--- src/rtl/core/mvrc_pkg.sv ---
// Shared types and constants of the motion vector rate cost block.
// No dependencies; imported by every module of the block.
`timescale 1ns / 1ps

package mvrc_pkg;

  // Field and register widths
  localparam int MV_W     = 16;
  localparam int DIFF_W   = 21;   // wide enough for (mv << 3) - pred
  localparam int CODE_W   = 20;   // signed exp-Golomb code number
  localparam int LEN_W    = 6;    // one component length, at most 39
  localparam int BITS_W   = 7;    // sum of both lengths
  localparam int LAMBDA_W = 32;
  localparam int COST_W   = 32;
  localparam int FRAC_W   = 16;   // fractional bits of lambda
  localparam int SHIFT_W  = 2;
  localparam int CFG_IDX_W  = 3;
  localparam int CFG_DATA_W = 32;
  localparam int IN_DATA_W  = 32;
  localparam int OUT_DATA_W = 40;

  // Configuration register indexes
  typedef enum logic [CFG_IDX_W-1:0] {
    REG_LAMBDA     = 3'd0,
    REG_SCALE      = 3'd1,
    REG_PRED_HOR   = 3'd2,
    REG_PRED_VER   = 3'd3
  } cfg_reg_t;

  typedef logic signed [MV_W-1:0] mv_t;
  typedef logic [CODE_W-1:0]      code_t;
  typedef logic [LEN_W-1:0]       len_t;
  typedef logic [BITS_W-1:0]      bits_t;

endpackage

--- src/rtl/core/mvrc_code_num.sv ---
// Scaled difference and signed exp-Golomb code number of one vector component.
// Depends on mvrc_pkg.
`timescale 1ns / 1ps

module mvrc_code_num (
  input  mvrc_pkg::mv_t                     mv,
  input  mvrc_pkg::mv_t                     pred,
  input  logic [mvrc_pkg::SHIFT_W-1:0]      scale_shift,
  output mvrc_pkg::code_t                   code
);
  import mvrc_pkg::*;

  logic signed [DIFF_W-1:0] mv_ext;
  logic signed [DIFF_W-1:0] pred_ext;
  logic signed [DIFF_W-1:0] diff;
  logic signed [DIFF_W-1:0] mag;
  logic                     pos;

  // d = (mv << s) - pred, exact at 21 bits
  assign mv_ext   = DIFF_W'(mv) <<< scale_shift;
  assign pred_ext = DIFF_W'(pred);
  assign diff     = mv_ext - pred_ext;

  // v = 2d for d > 0, else -2d + 1; |d| stays below 2^19
  assign pos  = !diff[DIFF_W-1] && (diff != '0);
  assign mag  = pos ? diff : -diff;
  assign code = {mag[CODE_W-2:0], ~pos};

endmodule

--- src/rtl/core/mvrc_eg_len.sv ---
// Leading-one detector giving the exp-Golomb code length 1 + 2*floor(log2(v)).
// Depends on mvrc_pkg.
`timescale 1ns / 1ps

module mvrc_eg_len (
  input  mvrc_pkg::code_t code,
  output mvrc_pkg::len_t  len
);
  import mvrc_pkg::*;

  logic [LEN_W-2:0] msb_pos;

  // Highest set bit; v is never zero
  always_comb begin
    msb_pos = '0;
    for (int i = 1; i < CODE_W; i++) begin
      if (code[i]) begin
        msb_pos = (LEN_W-1)'(i);
      end
    end
  end

  assign len = {msb_pos, 1'b1};

endmodule

--- src/rtl/core/motion_vector_rate_cost.sv ---
// Top level of the motion vector rate cost block: config registers and pipeline.
// Depends on mvrc_pkg, mvrc_code_num and mvrc_eg_len.
`timescale 1ns / 1ps

// Usage:
//   Input stream in_*: one candidate vector per request, tdata = {mv_ver, mv_hor}.
//   Output stream out_*: one result per candidate, tdata = {weighted_cost, bit_count}.
//   Config port cfg_*: write lambda, scale shift and predictor while idle;
//   indexes beyond the register list are ignored.
// Pipeline of three register stages:
//   stage 1 - scaled difference and code number of both components
//   stage 2 - leading-one detectors and sum of the two lengths
//   stage 3 - 7x32 lambda multiply, holds the result offered on out_*
// A new candidate can be accepted every cycle while no stall backs up to the
// input; the multiply in stage 3 and the leading-one detectors in stage 2 set
// the clock period.
// Reset clears all valid bits and the config registers; data registers are not reset.
// When the receiver stalls, each stage holds its request; empty stages ahead
// still fill, so the input keeps accepting until the pipeline is full.
module motion_vector_rate_cost (
  input  logic                                clk,
  input  logic                                rst_n,
  // config write port
  input  logic                                cfg_we,
  input  logic [mvrc_pkg::CFG_IDX_W-1:0]      cfg_index,
  input  logic [mvrc_pkg::CFG_DATA_W-1:0]     cfg_wdata,
  // input stream
  input  logic                                in_tvalid,
  output logic                                in_tready,
  input  logic [mvrc_pkg::IN_DATA_W-1:0]      in_tdata,  // mv_hor[15:0], mv_ver[31:16]
  // result stream
  output logic                                out_tvalid,
  input  logic                                out_tready,
  output logic [mvrc_pkg::OUT_DATA_W-1:0]     out_tdata  // bit_count[6:0], weighted_cost[38:7]
);
  import mvrc_pkg::*;

  // Configuration registers
  logic [LAMBDA_W-1:0] lambda_r;
  logic [SHIFT_W-1:0]  scale_r;
  mv_t                 pred_hor_r;
  mv_t                 pred_ver_r;

  always_ff @(posedge clk) begin
    if (!rst_n) begin
      lambda_r   <= '0;
      scale_r    <= '0;
      pred_hor_r <= '0;
      pred_ver_r <= '0;
    end else if (cfg_we) begin
      case (cfg_reg_t'(cfg_index))
        REG_LAMBDA:   lambda_r   <= cfg_wdata[LAMBDA_W-1:0];
        REG_SCALE:    scale_r    <= cfg_wdata[SHIFT_W-1:0];
        REG_PRED_HOR: pred_hor_r <= cfg_wdata[MV_W-1:0];
        REG_PRED_VER: pred_ver_r <= cfg_wdata[MV_W-1:0];
        default: ;
      endcase
    end
  end

  // Stage handshakes: a stage loads when empty or when the next one moves
  logic s1_vld_r, s2_vld_r, s3_vld_r;
  logic s1_rdy, s2_rdy, s3_rdy;
  logic in_fire;

  assign s3_rdy    = !s3_vld_r || out_tready;
  assign s2_rdy    = !s2_vld_r || s3_rdy;
  assign s1_rdy    = !s1_vld_r || s2_rdy;
  assign in_tready = s1_rdy;
  assign in_fire   = in_tvalid && in_tready;

  always_ff @(posedge clk) begin
    if (!rst_n) begin
      s1_vld_r <= 1'b0;
      s2_vld_r <= 1'b0;
      s3_vld_r <= 1'b0;
    end else begin
      if (s1_rdy) s1_vld_r <= in_tvalid;
      if (s2_rdy) s2_vld_r <= s1_vld_r;
      if (s3_rdy) s3_vld_r <= s2_vld_r;
    end
  end

  // Stage 1: code numbers
  code_t code_hor_nxt, code_ver_nxt;
  code_t code_hor_r, code_ver_r;

  mvrc_code_num u_code_hor (
    .mv          (mv_t'(in_tdata[MV_W-1:0])),
    .pred        (pred_hor_r),
    .scale_shift (scale_r),
    .code        (code_hor_nxt)
  );

  mvrc_code_num u_code_ver (
    .mv          (mv_t'(in_tdata[2*MV_W-1:MV_W])),
    .pred        (pred_ver_r),
    .scale_shift (scale_r),
    .code        (code_ver_nxt)
  );

  always_ff @(posedge clk) begin
    if (s1_rdy) begin
      code_hor_r <= code_hor_nxt;
      code_ver_r <= code_ver_nxt;
    end
  end

  // Stage 2: code lengths and their sum
  len_t  len_hor, len_ver;
  bits_t bits_nxt;
  bits_t s2_bits_r;

  mvrc_eg_len u_len_hor (.code(code_hor_r), .len(len_hor));
  mvrc_eg_len u_len_ver (.code(code_ver_r), .len(len_ver));

  assign bits_nxt = BITS_W'(len_hor) + BITS_W'(len_ver);

  always_ff @(posedge clk) begin
    if (s2_rdy) begin
      s2_bits_r <= bits_nxt;
    end
  end

  // Stage 3: lambda weighting, product wraps at 32 bits
  logic [BITS_W+LAMBDA_W-1:0] prod_full;
  logic [COST_W-1:0]          prod_low;
  logic [COST_W-1:0]          cost_nxt;
  bits_t                      s3_bits_r;
  logic [COST_W-1:0]          s3_cost_r;

  assign prod_full = (BITS_W+LAMBDA_W)'(s2_bits_r) * (BITS_W+LAMBDA_W)'(lambda_r);
  assign prod_low  = prod_full[COST_W-1:0];
  assign cost_nxt  = prod_low >> FRAC_W;

  always_ff @(posedge clk) begin
    if (s3_rdy) begin
      s3_bits_r <= s2_bits_r;
      s3_cost_r <= cost_nxt;
    end
  end

  assign out_tvalid = s3_vld_r;
  assign out_tdata  = {(OUT_DATA_W-BITS_W-COST_W)'(0), s3_cost_r, s3_bits_r};

  // Assertions
  a_in_to_s1: assert property (@(posedge clk) disable iff (!rst_n)
    in_fire |=> s1_vld_r)
    else $error("accepted request did not reach stage 1");

  a_s2_hold: assert property (@(posedge clk) disable iff (!rst_n)
    s2_vld_r && !s3_rdy |=> s2_vld_r && $stable(s2_bits_r))
    else $error("stage 2 lost its request during a stall");

  a_bits_range: assert property (@(posedge clk) disable iff (!rst_n)
    out_tvalid |-> (s3_bits_r >= BITS_W'(2)) && (s3_bits_r <= BITS_W'(78)))
    else $error("bit count out of range");

  a_cost_high_zero: assert property (@(posedge clk) disable iff (!rst_n)
    out_tvalid |-> (s3_cost_r[COST_W-1:COST_W-FRAC_W] == '0))
    else $error("weighted cost has bits above the shifted product");

endmodule

--- config.mk ---
export PLATFORM = sky130hd
export DESIGN_NAME = motion_vector_rate_cost
export DESIGN_NICKNAME = d
export VERILOG_FILES = /design/src/rtl/core/mvrc_pkg.sv /design/src/rtl/core/mvrc_code_num.sv /design/src/rtl/core/mvrc_eg_len.sv /design/src/rtl/core/motion_vector_rate_cost.sv
export SDC_FILE = /design/constraint.sdc
export NUM_CORES = 1
export LEC_CHECK = 0
export ABC_AREA = 1
export ABC_CLOCK_PERIOD_IN_PS = 5200
export BUFFER_PORTS_ARGS = -buffer_cell sky130_fd_sc_hd__clkbuf_2
export CORE_ASPECT_RATIO = 1.4
export CORE_MARGIN = 8
export CORE_UTILIZATION = 25
export CTS_BUF_LIST = sky130_fd_sc_hd__clkbuf_4 sky130_fd_sc_hd__clkbuf_8
export DETAILED_ROUTE_END_ITERATION = 6
export PLACE_DENSITY = 0.42
export SLEW_MARGIN = 5
export SYNTH_ARGS = -nofsm -noshare
export SYNTH_HDL_FRONTEND = slang
export SYNTH_SLANG_ARGS = --single-unit
--- constraint.sdc ---
create_clock -name clk -period 5.2 [get_ports clk]
set_input_delay 0.26 -clock clk [delete_from_list [all_inputs] [get_ports clk]]
set_output_delay 0.26 -clock clk [all_outputs]
set_load 0.05 [all_outputs]
* Yosys cells after proc, flatten, opt, wreduce, memory -nomap -nowiden
Cells that the tools add are included.
Operators by class: $add $sub $neg 5, multipliers 1, equal/unequal tests 3, shift operators 2, muxes and demuxes 40, bitwise logic cells 2, reductions and logical operators 17
Operators with widths (count):
- two-way mux 4 bit | 16
- nonzero test 21 bit | 2
- <<< shifter 16 x 2 -> 21 bit | 2
- subtractor 21 x 16 -> 21 bit | 2
- two-way mux 5 bit | 8
- two-way mux 19 bit | 2
- negation 19 bit | 2
- multiplier 7 x 32 -> 32 bit | 1
- two-way mux 3 bit | 8
- two-way mux 2 bit | 4
- AND reduction 2 bit | 4
- adder 6 x 6 -> 7 bit | 1
- equality test 3 x 2 -> 1 bit (second input constant) | 2
- zero test 1 bit | 5
- equality test 3 x 1 -> 1 bit (second input constant) | 1
- zero test 3 bit | 1
- logical OR 1 bit | 3
- logical AND 1 bit | 2
- two-way mux 1 bit | 2
- inverter 1 bit | 2
Word-level totals: bits in registers 139, input bits 72

* Logic depth before layout (Yosys ltp)
Gate-level depths: netlist of the first run.
depth after elaboration 20, depth in mapped cells 26

* Cells and area by module
A second synthesis of the first run with hierarchy kept.
Second synthesis, totals: cell total of the unflattened synthesis 2615, area total of the unflattened synthesis 17102.7 um^2
By module, submodules not included:
- motion_vector_rate_cost | instances 1, cells each 1499, area an instance 11617.4 um^2, seq. area each 3483.3 um^2
- mvrc_code_num at u_code_hor | instances 1, cells each 497, area an instance 2482.4 um^2, seq. area each 0.0 um^2
- mvrc_code_num at u_code_ver | instances 1, cells each 497, area an instance 2472.4 um^2, seq. area each 0.0 um^2
- mvrc_eg_len | instances 2, cells each 61, area an instance 265.3 um^2, seq. area each 0.0 um^2

* Least setup slack after synthesis of the first run
Ideal clock, no wire load.
path type register to register, from reg s2_bits_r[1], to reg s3_cost_r[11] (data pin), library setup time 259 ps, arrival time 4131 ps, required time 4941 ps, setup slack 810 ps, stages on the path, launching flop included 16, buffers on the path 2, cells stage by stage edfxtp_1 > clkbuf_1 > buf_1 > nand2_1 > fa_1 > fa_1 > inv_1 > fa_1 > ha_1 > ha_1 > a21oi_1 > o21ai_0 > o21bai_1 > a221oi_1 > nand2_1 > xor2_1
Between the ends: cells in the longest elaborated chain, start to end 1
Ends and longest elaborated chain:
- start: declaration | line motion_vector_rate_cost.sv:112 | bits_t s2_bits_r;
- start signal: assignment | line motion_vector_rate_cost.sv:121 | s2_bits_r <= bits_nxt;
- multiplier 7 x 32 -> 32 bit | line motion_vector_rate_cost.sv:132 | assign prod_full = (BITS_W+LAMBDA_W)'(s2_bits_r) * (BITS_W+LAMBDA_W)'(lambda_r);
- via prod_full[27] | line motion_vector_rate_cost.sv:126 | logic [BITS_W+LAMBDA_W-1:0] prod_full;
- end signal: assignment | line motion_vector_rate_cost.sv:139 | s3_cost_r <= cost_nxt;
- end: declaration | line motion_vector_rate_cost.sv:130 | logic [COST_W-1:0] s3_cost_r;
The timed path passes the listed nets, and every way through them passes these cells. A chain may end at the register's enable or synchronous reset.

* Worst setup path after layout of the first run
from reg s2_bits_r[6], to reg s3_cost_r[15] (data pin)
Same word-level chain as after synthesis.

==> run_results.csv, run 1 <==
group,metric,value,unit
placement,gp_congestion,0.8716,
synthesis,synthAdderAreaFrac,0.2237,
routing,viasPerCell,4.346,
floorplanning,die_w,224.2,um
floorplanning,start_util,0.2512,
placement,port_buffers,94,
sta,timing.slew.headroom,0.1920,
floorplanning,die_h,307.5,um
layout,layout.nets,2511,
routing,wl_per_cell,15.13,um
clocking,cts_tree,"yes",
layout,drive_gt1_frac,0.09800,
clocking,htree_levels,4,
layout,area_growth,11.67,%
grt,grt_max_degree,63,
setup_path,cp.arrival,5.00,ns
routing,drtIter0Drc,522,
sta,max_freq,210.4,MHz
synthesis,syn_area,15170,um2
pwr,p_total,4496,uW
synthesis,seq_area_frac_synth,0.2204,
setup_path,crit_required,5.44,ns
routing,first_pass_iters,4,
routing,post-route-drc-count,0,
grt,overflow,0,
grt,antenna_found_initial,1,
pwr,power_density,265.4,nW/um2
synthesis,synth_edf_count,66,
clocking,ctsResizeCount,0,
pwr,ir_worst_vdd,0.0001528,V
sta,maxSlewViolCount,0,
sta,worst_slew_pin_slew,1.209,ns
sta,final.setup.tns,0,ns
clocking,numCtsBuffers,17,
synthesis,synthCells,2148,
floorplanning,rows,107,
outcome,outcome,"finished, final reports clean",
synthesis,synthSimpleGateAreaFrac,0.2527,
sta,finalSetupViolCount,0,
synthesis,synth_common_cells,"nand2_1 (592), inv_1 (451), a21oi_1 (132)",
synthesis,synth_compound_area_frac,0.1024,
setup_path,cp-start-kind,"flop",
placement,dp.cells,3024,
clocking,cts.clk_slew.worst_paths,0.09,ns
grt,grt_pass1_wl,74030,um
placement,dp_hpwl,38540,um
routing,num_vias,13310,
setup_path,cp-end-kind,"flop",
synthesis,synthFlopType,"dfxtp_1",
clocking,worst_skew_pair.late_latency,0.51,ns
sta,fin_worst_skew,0.02408,ns
floorplanning,coreArea,60380,um2
sta,fin_ws,0.4471,ns
synthesis,synth_most_common_cell,"nand2_1",
synthesis,muxShareOfSynthArea,0.03167,
pwr,switching_share,0.4705,
job,cap_violations,0,
synthesis,ys_async_sr_fraction,0,
synthesis,yosysTopAreaCell,"nand2_1",
grt,grt_pass1_vias,14120,
setup_path,crit_type,"flop to flop",
grt,grt_util_all_layers,0.1364,
clocking,clock_path_buffers,2,
pwr,clkPwrFrac,0.204,
pwr,switching_power,2116,uW
floorplanning,die_area,68930,um2
synthesis,synth.area.top_cells,"nand2_1 (15%), fa_1 (14%), edfxtp_1 (13%)",
synthesis,ys_ff_latch,134,
placement,dp_slack,0.4252,ns
floorplanning,ios,114,
sta,period_minus_slack,4.753,ns
setup_path,path_max_fanout,16,
sta,rsz0062_at_grt,"no",
routing,wl,46350,um
layout,stdcell_count,3063,
synthesis,synth_cell_types,55,
synthesis,avgSynthCellArea,7.062,um2
synthesis,synth_top_area_frac,0.1465,
pwr,seq_power_share,0.324,
hold_path,hold_class,"input pin to flop",
routing,ant_nets,0,
sta,fin_crit_sh,0.9140,
clocking,root_buffer,"clkbuf_8",
synthesis,synth_top_family_by_area,"simple AND/OR/NAND/NOR gates",
sta,hold_viol_final,0,
pwr,combPwrFrac,0.472,
clocking,clock-sinks,134,
synthesis,synth_xor_area_frac,0.02928,
synthesis,synth_warnings,0,
pwr,leakage,0.008881,uW
pwr,p_int,2381,uW
==> state kept, by name, summed over array words and instances (netlist names), 2 cells and up <==
| register | cells |
|---|---|
| s3_cost_r | 16 |
| s2_bits_r | 6 |
| pred_hor_r | 16 |
| lambda_r | 31 |
| code_hor_r | 19 |
| code_ver_r | 19 |
| pred_ver_r | 16 |
| scale_r | 2 |
| s3_bits_r | 6 |
==> kinds of logic (layout without fill, tap and decap cells) <==
group	after synthesis	count (layout)
multiplexers	48	48
XOR/XNOR	49	49
buffers and inverters	532	612
AND/OR/NAND/NOR	891	891
other	1	19
flip-flops	134	134
AO/OA/AOI/OAI	286	286
adder cells (fa/ha/maj)	207	207
==> cells in the final DEF, fill, tap and decap left out, types with 8 or more instances in the layout <==
cell type  instances
conb_1            18
dfxtp_1           67
nor2_1           102
nand4_1           26
xor2_1            35
nand3_1           84
clkbuf_8          17
a21oi_1          132
o21ai_0          102
fa_1             107
buf_4             17
clkbuf_2          94
nand3b_1          10
o21ai_1           10
mux2i_1           48
xnor2_1           12
inv_2              9
nand2_1          591
ha_1             100
nor2_2            10
nand2_2           22
nor3_1            12
o21bai_1           8
inv_1            451
edfxtp_1          66
nand3_2           10
==> repair_timing <==
item                                    4_1_cts  5_1_grt
endpoints found under the hold margin         6        0
endpoints found under the setup margin        0        0
buffers inserted                              0        0
hold buffers                                  6        0
==> area by class of cell <==
| cell class | count | area [um2] |
|---|---|---|
| fillers | 6737 | 43440 |
| multi-input cells | 1499 | 9779 |
| flip-flops and latches | 134 | 3344 |
| inverters | 462 | 1734 |
| well taps | 817 | 1022 |
| repair buffers | 118 | 678.2 |
| clock buffers | 18 | 241.5 |
| clock inverters | 14 | 137.6 |
| diodes | 1 | 2.502 |
==> worst paths after layout <==
check | from | endpoint | slack [ns] | cells after the start
worst max-delay path | s2_bits_r[6] | s3_cost_r[15] | 0.45 | 16
worst min register to register | pred_ver_r[0] | pred_ver_r[0] | 0.46 | 2
worst max register to register | s2_bits_r[6] | s3_cost_r[15] | 0.45 | 16
worst min-delay path | cfg_wdata[18] | lambda_r[18] | 0.06 | 3
==> metal layers <==
layer	GRT usage	routed length [um]	vias up
met5	0	0	-
met4	0.04403	1021	0
met3	0.01982	1133	49
met2	0.2680	25040	175
met1	0.1465	19150	6269
li1	-	-	6818
==> stage by stage <==
| stage | hold WS [ns] | area, um2 | util |
|---|---|---|---|
| detailed placement | 0.4473 | 16500 | 0.2732 |
| finish | 0.05928 | 16940 | 0.2806 |
| global route | 0.04257 | 16940 | 0.2806 |
| global placement | 0.4394 | 16500 | 0.2732 |
| floorplan | 0.3913 | 15230 | - |
| CTS | 0.001156 | 16940 | 0.2805 |
==> critical path, stage by stage, from the launching register on <==
cell      delay (ns)
edfxtp_1        0.88
nand2_1         0.11
inv_1           0.11
fa_1            0.42
fa_1            0.52
fa_1            0.49
ha_1            0.31
ha_1            0.38
a21oi_1         0.30
o21a_1          0.18
a21boi_0        0.16
o21ai_0         0.11
nand2_1         0.08
nand2_1         0.11
nand2_1         0.09
nand2_1         0.09
xnor2_1         0.14
==> power by group through the flow <==
stage                     Combinational, uW  Clock [uW]  Sequential [uW]
after global placement                 2140           0             1480
after detailed placement               2150           0             1490
after global routing                   2400         995             1490
after CTS                              2160         965             1470
final                                  2120         915             1460
after floorplan                        1360           0             1640
Note: power is estimated with default switching activity, not from simulation.
==> inputs of run 2 (changes only) <==
Settings changed: ABC_CLOCK_PERIOD_IN_PS 5200 to 5590.
Clock period 5.2 ns to 5.59 ns, I/O delays scaled along.
==> run 2 against run 1 <==
Against the previous run: flip-flop and latch count stayed put; register-to-register slack better by 0.45 ns; highest routed layer unchanged; combinational power is 8% lower; clock power hardly changed; maximum frequency is 1.3% higher; count of clock-buffer cells in the layout stayed put; cell area hardly changed; clock skew is 0.0046 ns lower; hold slack better by 0.022 ns; first-iteration DRC count is 5.7% lower; largest cell class unchanged; critical endpoint is now s3_cost_r[10].
==> run_results.csv, run 2 (synthesis results as in run 1) <==
group,metric,value,unit
placement,dp_hpwl,38380,um
floorplanning,start_util,0.2512,
setup_path,cp.arrival,4.95,ns
layout,drive_gt1_frac,0.09736,
placement,place_area,16490,um2
floorplanning,rows,107,
sta,max_freq,213.1,MHz
outcome,outcome,"finished, final reports clean",
pwr,power_density,248.6,nW/um2
grt,overflow,0,
floorplanning,die_area,68930,um2
layout,layout_commonest_cell,"nand2_1",
sta,fin_worst_skew,0.01950,ns
setup_path,crit_required,5.84,ns
layout,final_cell_mix,"nand2_1 (591), inv_1 (451), a21oi_1 (132)",
floorplanning,coreArea,60380,um2
clocking,worst_skew_pair.late_latency,0.50,ns
layout,top_register,"lambda_r",
layout,reg_top3,"lambda_r (31), code_hor_r (19), code_ver_r (19)",
clocking,clock_path_buffers,2,
placement,dp.cells,3023,
grt,grt_util_all_layers,0.1330,
placement,dp_slack,0.8664,ns
sta,period_minus_slack,4.692,ns
setup_path,critical_path.cell_chain,"buf_4, nand2_1, inv_1, fa_1, inv_1, fa_1, inv_1, fa_1, ha_1, ha_1, a21oi_1, inv_1, a31oi_1, o21ai_0, a21oi_1, o21bai_1, xor2_1",
sta,worst_slew_pin_slew,1.181,ns
setup_path,slowest_delay,0.54,ns
sta,rsz0062_at_grt,"no",
clocking,cts.clk_slew.worst_paths,0.10,ns
floorplanning,die_h,307.5,um
routing,ant_nets,0,
routing,viasPerCell,4.285,
grt,grt_max_degree,68,
setup_path,path_max_fanout,15,
clocking,clock-sinks,134,
placement,port_buffers,94,
grt,busiest_layer,"met2",
grt,antenna_found_initial,1,
floorplanning,die_w,224.2,um
sta,hold_viol_final,0,
clocking,numCtsBuffers,17,
sta,finalSetupViolCount,0,
routing,post-route-drc-count,0,
layout,largest_register_ffs,31,
setup_path,crit_type,"flop to flop",
setup_path,crit_top_cell,"inv_1",
layout,fin_area,16920,um2
floorplanning,ios,114,
layout,area_growth,11.56,%
sta,final.setup.tns,0,ns
setup_path,slowest_stage,"edfxtp_1",
layout,layout.nets,2505,
routing,first_pass_iters,5,
clocking,htree_levels,4,
clocking,cts_setup_buffers,0,
clocking,root_buffer,"clkbuf_8",
hold_path,hold_class,"input pin to flop",
routing,drtIter0Drc,492,
placement,gp_congestion,0.8725,
sta,fin_crit_sh,0.8393,
pwr,leakage,0.008864,uW
job,cap_violations,0,
grt,met1_usage,0.1432,
grt,grt_pass1_wl,71900,um
grt,grt_pass1_vias,13720,
clocking,cts_tree,"yes",
grt,use_met3,0.01667,
routing,wl,45310,um
pwr,ir_worst_vdd,0.0001254,V
layout,stdcell_count,3057,
grt,global_route.usage.met2,0.2596,
sta,timing.slew.headroom,0.2103,
setup_path,cp-end-kind,"flop",
sta,maxSlewViolCount,0,
routing,wl_per_cell,14.82,um
setup_path,cp-start-kind,"flop",
routing,num_vias,13100,
sta,fin_ws,0.8982,ns
## run 2: where the power goes
group / total (uW) / internal [uW] / switching [uW] / leakage (uW)
Combinational: 1950 / 597 / 1350 / 0.00738
Sequential: 1350 / 1240 / 104 / 0.00127
Clock: 913 / 456 / 457 / 0.000208
Total: 4210 / 2300 / 1910 / 0.00886
## run 2: what timing repair did
action	4_1_cts	5_1_grt
hold endpoints to repair	1	0
hold buffers	1	0
resized for setup	0	0
## run 2: worst max-delay path: cells and delay by family, from the launching register on
kind                       cells  cell delay (ns)
buffers and inverters          5             0.51
and+or+nand+nor                1             0.08
DFF                            1             0.54
xor gates and xnor gates       1             0.15
adders and majority gates      5             2.19
AOI/OAI and AO/OA              5             0.97
## run 2: cell type report
| class | instances | area, um2 |
|---|---|---|
| Fill cell | 6753 | 43460 |
| Multi-Input combinational cell | 1499 | 9779 |
| Sequential cell | 134 | 3344 |
| Inverter | 462 | 1734 |
| Tap cell | 817 | 1022 |
| Timing Repair Buffer | 112 | 620.6 |
| Clock buffer | 18 | 247.7 |
| Clock inverter | 14 | 172.7 |
| Antenna cell | 1 | 2.502 |
## run 2: per-layer routing
layer  routed length, um  up-vias
met1               18750     6078
met3                 998       48
met2               24280      172
met5                   0        -
met4                1286        0
li1                    -     6802
## run 2: path summary, 6_finish.rpt
path                                    start       endpoint  slack (ns)  cells after the start
worst min-delay path            cfg_wdata[16]   lambda_r[16]        0.08                      3
worst min register to register   lambda_r[30]   lambda_r[30]        0.45                      2
worst max register to register   s2_bits_r[4]  s3_cost_r[10]        0.90                     17
worst max-delay path             s2_bits_r[4]  s3_cost_r[10]        0.90                     17
## run 2: through the flow
stage          power (uW)    util  hold slack [ns]
2_1_floorplan        2787       -           0.4108
3_3_place_gp         3347  0.2731           0.4398
3_5_place_dp         3361  0.2731           0.4424
6_report             4208  0.2803          0.08158
5_1_grt              4564  0.2803          0.06320
4_1_cts              4303  0.2802          0.01969
==> inputs of run 3 (changes only) <==
Settings changed: ABC_CLOCK_PERIOD_IN_PS 5590 to 4600.
Clock period 5.59 ns to 4.6 ns, I/O delays scaled along.
==> run 3 against run 2 <==
Against the previous run: clock skew about the same; sequential share of layout area down 0.27 points; register-to-register slack worse by 0.67 ns; via count up 0.79%; flip-flop and latch count unchanged; maximum frequency up 7.4%; cell count up 0.49%; core utilization up 0.39 points; die area unchanged; critical path depth unchanged; largest cell class unchanged.
==> run_results.csv, run 3 (synthesis results as in run 1) <==
group,metric,value,unit
outcome,outcome,"finished, final reports clean",
placement,port_buffers,94,
pwr,combPwrFrac,0.475,
routing,viasPerCell,4.298,
pwr,power_density,302.7,nW/um2
routing,wl,45400,um
grt,overflow,0,
job,cap_violations,0,
grt,busiest_layer,"met2",
layout,nFillCells,6691,
sta,fin_worst_skew,0.01951,ns
layout,drive_gt1_frac,0.1016,
setup_path,cp-end-kind,"flop",
sta,fin_crit_sh,0.9494,
clocking,htree_levels,4,
sta,fin_ws,0.2326,ns
floorplanning,die_area,68930,um2
layout,layout_commonest_cell,"nand2_1",
clocking,numCtsBuffers,17,
grt,met1_usage,0.1438,
pwr,ir_worst_vdd,0.0001592,V
floorplanning,die_h,307.5,um
pwr,seq_power_share,0.312,
pwr,leakage,0.008965,uW
clocking,cts_setup_buffers,0,
routing,drtIter0Drc,436,
clocking,cts.clk_slew.worst_paths,0.08,ns
hold_path,min_from,"cfg_wdata[30]",
pwr,clkPwrFrac,0.213,
routing,first_pass_iters,5,
routing,ant_nets,0,
clocking,root_buffer,"clkbuf_8",
floorplanning,ios,114,
sta,finalSetupViolCount,0,
layout,layout.nets,2520,
placement,dp_slack,0.2086,ns
hold_path,hold_class,"input pin to flop",
placement,dp.cells,3027,
setup_path,timing.rr.start,"s2_bits_r[4]",
placement,gp_congestion,0.8563,
grt,grt_max_degree,68,
grt,use_met3,0.02058,
routing,post-route-drc-count,0,
setup_path,cp-start-kind,"flop",
placement,dp_hpwl,38130,um
floorplanning,start_util,0.2512,
layout,fin_area,17160,um2
layout,largest_register_ffs,31,
routing,num_vias,13200,
placement,place_area,16580,um2
floorplanning,rows,107,
layout,area_growth,13.11,%
clocking,clock-sinks,134,
pwr,p_int,2835,uW
setup_path,r2r_slack,0.23,ns
grt,grt_util_all_layers,0.1334,
hold_path,hold_end,"lambda_r[30]",
setup_path,r2r-end,"s3_cost_r[12]",
setup_path,crit_required,4.84,ns
sta,period_minus_slack,4.367,ns
floorplanning,die_w,224.2,um
setup_path,path_max_fanout,13,
sta,maxSlewViolCount,0,
layout,top_register,"lambda_r",
layout,final_cell_mix,"nand2_1 (590), inv_1 (451), a21oi_1 (130)",
grt,grt_pass1_wl,72190,um
sta,worst_slew_pin_slew,1.179,ns
layout,fin_util,0.2842,
sta,final.setup.tns,0,ns
layout,reg_top3,"lambda_r (31), code_hor_r (19), code_ver_r (19)",
pwr,switching_share,0.4543,
sta,rsz0062_at_grt,"no",
sta,timing.slew.headroom,0.2120,
sta,max_freq,229.0,MHz
routing,wl_per_cell,14.78,um
hold_path,worstHoldPathCells,3,
setup_path,ff2ff_path_depth,17,
layout,stdcell_count,3072,
clocking,clock_path_buffers,2,
sta,hold_viol_final,0,
setup_path,crit_type,"flop to flop",
grt,antenna_found_initial,2,
clocking,worst_skew_pair.late_latency,0.49,ns
floorplanning,coreArea,60380,um2
setup_path,cp.arrival,4.61,ns
pwr,switching_power,2360,uW
clocking,cts_tree,"yes",
grt,grt_pass1_vias,13800,
grt,global_route.usage.met2,0.2599,
==> run 3: critical path, stage by stage, from the launching register on <==
cell and delay, ns:
edfxtp_1 0.44, buf_4 0.22, nand2_1 0.08, inv_1 0.06, fa_1 0.52, inv_1 0.05, fa_1 0.48, inv_1 0.05
fa_1 0.44, ha_1 0.29, ha_1 0.36, a21oi_1 0.18, inv_1 0.09, a21oi_1 0.23, o221ai_1 0.20, a21oi_1 0.15
nand2_1 0.11, xor2_1 0.15
==> run 3: cell type report <==
class	count	area, um2	area share
clock inverters	15	186.4	0.01086
clock buffers	17	234.0	0.01364
well taps	817	1022	0.05957
inverters	462	1734	0.1011
repair buffers	127	823.3	0.04798
flip-flops and latches	134	3344	0.1949
multi-input cells	1499	9812	0.5718
diodes	1	2.502	0.0001458
==> run 3: power by group through the flow <==
stage	clock, uW	sequential (uW)	combinational, uW
finish	1110	1620	2470
global route	1210	1650	2770
CTS	1170	1630	2510
detailed placement	0	1660	2490
global placement	0	1650	2470
floorplan	0	1850	1540
==> run 3: stage by stage <==
step	power (uW)	hold slack [ns]
finish	5195	0.05244
global route	5630	0.04596
CTS	5309	0.002476
detailed placement	4147	0.4466
global placement	4125	0.4447
floorplan	3387	0.3613
==> run 3: how the worst max path moves through the flow <==
stage,startpoint,end,depth (start not counted)
3_3_place_gp,s2_bits_r[4],s3_cost_r[12],17
5_1_grt,s2_bits_r[3],s3_cost_r[15],18
2_1_floorplan,s2_bits_r[1],s3_cost_r[11],15
4_1_cts,s2_bits_r[3],s3_cost_r[15],17
6_report,s2_bits_r[4],s3_cost_r[12],17
3_5_place_dp,s2_bits_r[6],s3_cost_r[15],17
==> run 3: timing repair <==
action                                  CTS  global route
hold buffers                             12             0
endpoints found under the setup margin    0             4
gates resized for setup                   0             6
endpoints found under the hold margin    12             0
==> run 3: metal layers <==
layer,vias up,share of wire,wire [um]
li1,6833,-,-
met1,6152,0.41,18610
met2,173,0.54,24390
met3,46,0.029,1298
met4,0,0.024,1102
met5,-,0,0
